<file path="config.mk">
export PLATFORM = sky130hd
export DESIGN_NAME = mcf_ram
export DESIGN_NICKNAME = d
export VERILOG_FILES = /design/src/mcf_ram.sv
export SDC_FILE = /design/constraint.sdc
export NUM_CORES = 1
export LEC_CHECK = 0
export BUFFER_PORTS_ARGS = -buffer_cell sky130_fd_sc_hd__buf_2
export CORE_ASPECT_RATIO = 1.5
export CORE_MARGIN = 10
export CORE_UTILIZATION = 55
export CTS_CLUSTER_DIAMETER = 200
export DETAILED_ROUTE_END_ITERATION = 10
export MAX_ROUTING_LAYER = met4
export PLACE_DENSITY = 0.73
export RECOVER_POWER = 100
export SLEW_MARGIN = 30
export SYNTH_ARGS = -nofsm -noshare
export SYNTH_HDL_FRONTEND = slang
export SYNTH_SLANG_ARGS = --single-unit
</file>
<file path="constraint.sdc">
create_clock -name clk -period 1.88 [get_ports clk]
set_input_delay 0.188 -clock clk [delete_from_list [all_inputs] [get_ports clk]]
set_output_delay 0.188 -clock clk [all_outputs]
set_load 0.01 [all_outputs]
</file>
<file path="src/mcf_ram.sv">
// generic one-write one-read ram with registered read data
`timescale 1ns / 1ps
`default_nettype none
module mcf_ram #(
	parameter int WIDTH = 8,
	parameter int DEPTH = 16
) (
	input  wire logic                     clk,
	input  wire logic                     we,
	input  wire logic [$clog2(DEPTH)-1:0] waddr,
	input  wire logic [WIDTH-1:0]         wdata,
	input  wire logic [$clog2(DEPTH)-1:0] raddr,
	output logic [WIDTH-1:0]              rdata
);
	logic [WIDTH-1:0] mem [DEPTH];

	always_ff @(posedge clk) begin
		if (we) begin
			mem[waddr] <= wdata;
		end
		rdata <= mem[raddr];
	end
endmodule
`default_nettype wire

</file>
==> results.md, run 1 <==
- Mean Syn Cell Area: 22.48 sq um
- Port Buf Inserts: 25
- Worst-margin pin slew: approximately 720 ps
- DRT Pass-1 Iters: 4
- Ratio of final minimum period to clock period: 76.45%
- Relative max-transition margin: 51.84%
- FMAX: 695.7 MHz
- Number of storage elements in the synthesis netlist: 136
- N_diodes: 0
- Primary flip-flop cell chosen by synthesis mapping: edfxtp_1
- Maximum level of the CTS H-tree: 4
- Overflow left after global routing: 0
- Die Y-Extent: between 100 and 150 um
- Slack of the worst reg-to-reg path: 540 ps
- Hold Buf Count CTS: 0
- Critical path type: input pin to flip-flop
- Initial DRC Count: 195
- Clock Sinks: 136
- Width of the chip: 98.99 um
- Layout filler cell count: 615
- Initial core utilization: 55.95%
- Post-detailed-placement cell area: between 0.005 and 0.006 sq mm
- Skew-Pair Late Insertion Delay: around 410 ps
- Routed wirelength normalized by instance count: 23.50 um
- Cell variety after synth: 19
- Post-CTS Setup Inserts: 0
- Count of flip-flops with a built-in enable after synthesis: approximately 130
- Final number of max-transition violations: 0
- Final antenna-violating net count: 0
- Total DRC errors in the routed layout: 0
- Row Count: 43
- Startpoint type of the worst setup path: input pin
- Antenna violations before repair: 0
- Dpl cells: 380
- Leading post-synthesis cells by cell area: edfxtp_1, mux4_2, mux4_1
- Final critical-path required period: 1437 ps
- Largest fanout of any net on the critical path: 8
- Post-route non-filler standard cell count: 412
- Synth top cells by count: edfxtp_1, mux4_2, a22oi_1
- Post-synth ARST share: 0%
- Total global-route track usage: between 10% and 20%
- Sum of routed wire length over all layers: 9682 um
- Net count, final: between 300 and 400
- Final hold violation count: 0
- Area of the die: 0.01371 sq mm
- Via count of the first global-routing pass: 2634
- Post-synthesis sequential area ratio: 77.78%
- Area share of the largest cell type after synthesis: 74.67%
- HPWL after detailed placement: 6126 um
- Worst ir drop on vdd: 0.7468 mV
- Root Buffer: clkbuf_16
- Final sum of negative setup slack: 0 ps
- Number of ports placed on the die boundary: 26
- Post-Synthesis Net Count: approximately 250
- Critical Path RT: 1920 ps
- Final weighted congestion in routability-driven placement: 0.7859
- Static leakage: about 0.0020 uW
- Detailed-route via count: 2447
- Synth Warn #: 0
- Area growth from synthesis to final layout: 16.70%
- Clock-pin slew on the worst setup and hold paths: 50 ps
- Endpoint type of the worst setup path: flip-flop
- Worst path arrival time: between 1000 and 1500 ps
- Maximum Capacitance Violations: 0
- Post-synth top area cell: edfxtp_1
- Detailed-route vias per instance: 5.939
- Maximum buffer depth of the clock tree: 2
- RSZ-0062 raised after global routing: no
- Synth Instances: 229
- Global-route wire length before repair: between 15000 and 20000 um
- Post-CTS Resized: 0
- Finished layout cell area: 0.006007 sq mm
- Synth Cell Area: 0.005147 sq mm
- Setup-failing EPs final: 0
- Clock tree from TritonCTS: yes
- Ratio of cells with drive above 1 in the final layout: 19.33%
- Most frequently used cell type in the post-synthesis netlist: edfxtp_1
- Cts bufs inserted: 17
- Status: complete, no violations
- Worst hold path class: input pin to flip-flop
- Pin count of the biggest net entering global routing: 33
- CORE AREA: 0.009200 sq mm
- Worst clock skew on the final layout: 5.737 ps
- Pwr Density: 1150 mW/mm^2
logic make-up after synthesis:
group                  share of synthesized area [%]
flip-flops                                     77.78
buffers and inverters                          1.677
AND/OR/NAND/NOR                                3.184
multiplexers                                   15.02
AO/OA/AOI/OAI                                  2.334
final timing paths:
check	start	end	cells after the start
worst max register to register	mem[0][1]	rdata[1]	3
worst max-delay path	we	mem[2][1]	4
worst min-delay path	wdata[6]	mem[0][6]	1
worst min register to register	mem[14][2]	rdata[2]	3
critical path: stages:
cell and delay (ps):
clkbuf_1 130, or3b_2 510, nor2_1 140, clkbuf_1 500
layout make-up:
| cell class | instances | area (sq um) | share of cell area [%] |
|---|---|---|---|
| timing repair buffer | 49 | 235.2 | 3.916 |
| clock inverter | 11 | 130.1 | 2.166 |
| multi-input combinational | 83 | 1057 | 17.60 |
| tap | 112 | 140.1 | 2.333 |
| sequential | 136 | 4004 | 66.65 |
| clock buffer | 21 | 440.4 | 7.332 |
routing by layer:
metal	GRT usage, %	share of wire (%)	vias up	wire [um]
li1	-	-	1085	-
met1	18.43	40	1258	3878
met2	23.42	52	92	5006
met3	5.536	6.7	12	645
met4	5.753	1.6	0	151
met5	-	0	-	0
power by group:
part / switching, uW / total (uW) / leakage (uW) / internal [uW]
Clock: 1130 / 3190 / 0.000288 / 2060
Sequential: 19.1 / 3410 / 0.00122 / 3390
Combinational: 179 / 305 / 0.000472 / 126
Total: 1330 / 6910 / 0.00198 / 5580
metrics by stage:
stage	hold slack [ps]	total power [uW]	setup slack, ps	utilization (%)
after CTS	151.2	6959	548.1	66.33
after detailed placement	585.3	3797	320.3	60.13
final	296.1	6907	442.7	65.29
after floorplan	286.9	3649	199.1	-
after global routing	341.7	7094	391.2	65.29
after global placement	571.8	3786	306.8	60.13
flip-flops by register name (all words and copies together), names as in the netlist:
register  count
mem         128
rdata         8
placed cells by master (no fill, tap or decap), drive strengths merged:
| master | instances |
|---|---|
| mux4 | 32 |
| bufinv | 3 |
| nand2b | 2 |
| clkinv | 8 |
| edfxtp | 128 |
| nor2 | 13 |
| and2b | 1 |
| or3b | 1 |
| a22oi | 16 |
| buf | 11 |
| nand3 | 1 |
| nand3b | 2 |
| clkbuf | 59 |
| nor2b | 1 |
| nor3 | 4 |
| nand2 | 9 |
| and2 | 1 |
| dfxtp | 8 |
(Power assumes the default switching activity.)
==> run 2: changes to the inputs <==
Settings changed: ABC_AREA set to 1, PLACE_DENSITY 0.73 to 0.72.
Clock period 1.88 ns to 1.5 ns, I/O delays scaled along.
==> results.md, run 2 <==
- Biggest registers after layout: mem x128, rdata x8
- Port Buf Inserts: 25 (unchanged)
- Startpoint type of the worst setup path: flip-flop
- Worst clock skew on the final layout: 6.652 ps (+0.9150 ps)
- Clock Sinks: 136 (unchanged)
- CP max stage delay: 350 ps (-160 ps)
- Worst ir drop on vdd: 1.316 mV (+76%)
- Post-Synthesis Net Count: 569 (+130%)
- Post-synthesis sequential area ratio: 69.43% (-8.4 points)
- Status: complete, no violations
- Commonest non-fill, non-tap cell in the layout: nand2_1
- Leading post-synthesis cells by cell area: edfxtp_1, nand2_1, nand3_1
- Synth Warn #: 0 (unchanged)
- Skew-Pair Late Insertion Delay: 420 ps (about the same)
- Total global-route track usage: 18.52% (+3.1 points)
- Pin count of the biggest net entering global routing: 65 (+97%)
- Sum of routed wire length over all layers: 13270 um (+37%)
- Mean Syn Cell Area: 10.47 sq um (-53%)
- FMAX: 914.2 MHz
- Worst hold path class: input pin to flip-flop
- Detailed-route vias per instance: 5.246 (-12%)
- Number of ports placed on the die boundary: 26 (unchanged)
- Critical path type: flip-flop to output port
- Maximum Capacitance Violations: 0 (unchanged)
- Final sum of negative setup slack: 0 ps (unchanged)
- Total DRC errors in the routed layout: 0 (unchanged)
- Post-CTS Resized: 0 (unchanged)
- N_diodes: 0 (unchanged)
- Post-synth top area cell: edfxtp_1
- Pwr Density: 1436 mW/mm^2 (+25%)
- Final hold violation count: 0 (unchanged)
- Final Power: 9663 uW (+40%)
- RSZ-0062 raised after global routing: no
- Count of flip-flops with a built-in enable after synthesis: 128 (unchanged)
- Ratio of final minimum period to clock period: 72.92%
- Area of the die: 0.01507 sq mm (+9.9%)
- Post-CTS Setup Inserts: 0 (unchanged)
- Post-layout utilization of the core: 66.04% (+0.75 points)
- Number of storage elements in the synthesis netlist: 136 (unchanged)
- Global-route wire length before repair: 20870 um (+36%)
- Net count, final: 613 (+100%)
- Antenna violations before repair: 0 (unchanged)
- Die Y-Extent: 145.4 um (+5.0%)
- Hold Buf Count CTS: 0 (unchanged)
- Width of the chip: 103.6 um (+4.7%)
- Post-route non-filler standard cell count: 749 (+82%)
- Worst path arrival time: 940 ps (-540 ps)
- Detailed-route via count: 3929 (+61%)
- HPWL after detailed placement: 7956 um (+30%)
- Post-synth ARST share: 0% (unchanged)
- Cell variety after synth: 12 (-7)
- Largest fanout of any net on the critical path: 1 (-7)
- Area of the multi-input gates: 0.001214 sq mm (+15%)
- Area growth from synthesis to final layout: 16.71% (about the same)
- Setup-failing EPs final: 0 (unchanged)
- Relative max-transition margin: 35.15% (-17 points)
- Count of buffer and inverter cells on the critical path: 1 (-1)
- Ratio of cells with drive above 1 in the final layout: 7.566% (-12 points)
- Primary flip-flop cell chosen by synthesis mapping: edfxtp_1
- Maximum buffer depth of the clock tree: 2 (unchanged)
- Layout filler cell count: 776 (+26%)
- Via count of the first global-routing pass: 4028 (+53%)
- Synth top cells by count: nand2_1, edfxtp_1, inv_1
- Final critical-path required period: between 1000 and 1500 ps
- Largest register by flop count: mem
- Final number of max-transition violations: 0 (unchanged)
- CORE AREA: 0.01019 sq mm (+11%)
- Root Buffer: clkbuf_16
- Synth Cell Area: 0.005767 sq mm (+12%)
- Static leakage: 0.002860 uW (+44%)
- Seq. cell area: 0.004004 sq mm (unchanged)
- Worst-margin pin slew: 972.7 ps (+250.3 ps)
- Maximum level of the CTS H-tree: 4 (unchanged)
- Area share of the largest cell type after synthesis: 66.65% (-8.0 points)
- Commonest cells after routing, fill and taps aside: nand2_1, edfxtp_1, inv_1, nand3_1, clkbuf_1
- Synth Instances: 551 (+140%)
- Initial DRC Count: 366 (+88%)
- Max FFs per register: 128 (unchanged)
- Cts bufs inserted: 17 (unchanged)
- Overflow left after global routing: 0 (unchanged)
- Most frequently used cell type in the post-synthesis netlist: nand2_1
- Worst hold slack after final layout: 60.39 ps (-235.7 ps)
- Clock-pin slew on the worst setup and hold paths: 60 ps (about the same)
- Worst path slowest cell: dfxtp_1
- Routed wirelength normalized by instance count: 17.71 um (-25%)
- Initial core utilization: 56.59% (+0.64 points)
- Worst path top cell family by delay: flip-flops
- Cell-by-cell trace of the critical path: clkbuf_1
- DRT Pass-1 Iters: 5 (+1)
- Final weighted congestion in routability-driven placement: 0.8849 (+13%)
- Dpl cells: 717 (+89%)
- Endpoint type of the worst setup path: output port
- Clock tree from TritonCTS: yes
- Row Count: 45 (+4.7%)
- Final antenna-violating net count: 0 (unchanged)
- Critical Path RT: 1350 ps (-570 ps)
run 2: cell count changes after synthesis, sizes merged, moves of 2 or more:
cell | before | now
nand3 | 1 | 97
nand2 | 9 | 173
a22oi | 16 | 0
nor2 | 13 | 17
nand2b | 2 | 0
clkdlybuf4s25 | 3 | 0
inv | 0 | 102
buf | 7 | 24
mux4 | 32 | 0
nor3 | 4 | 0
run 2: final cells by class:
type,count,share of cell area (%)
clock buffers,17,6.321
clock inverters,15,4.071
repair buffers,49,3.774
well taps,141,2.621
flip-flops and latches,136,59.49
inverters,102,5.689
multi-input cells,289,18.03
run 2: worst reg2reg max path, delay by kind of cell (launching register included):
kind,cells,cell delay (ps)
and+or+nand+nor,5,480
DFF,1,360
buffers and inverters,1,70
run 2: worst paths after layout:
check                               start        to  slack [ps]  cells after the start
worst min-delay path             raddr[3]  rdata[4]          60                      3
worst max register to register  mem[6][3]  rdata[3]         490                      6
worst min register to register  mem[2][6]  rdata[6]         660                      6
worst max-delay path             rdata[0]  rdata[0]         410                      1
run 2: logic make-up (layout without fill, tap and decap cells):
family        Yosys count  in the layout  synth area share, %
simple gates          289            289                21.05
flops                 136            136                69.43
buf+inv               126            183                9.525
run 2: metal layers:
| metal | track usage, % | share of wire (%) | routed length (um) |
|---|---|---|---|
| met3 | 3.718 | 4.8 | 640 |
| met4 | 12.32 | 4.8 | 639 |
| met1 | 20.21 | 40 | 5311 |
| met2 | 30.01 | 50 | 6676 |
| met5 | - | 0 | 0 |
run 2: power by group:
part	total [uW]	internal [uW]	switching [uW]
clock	4860	3290	1570
sequential	4280	4250	26.9
combinational	524	145	379
run 2: stage by stage:
step	instance area [sq um]	worst slack (ps)
3_3_place_gp	6120	273.0
3_5_place_dp	6120	261.2
2_1_floorplan	5767	399.2
4_1_cts	6819	405.3
5_1_grt	6730	339.8
6_report	6730	406.1
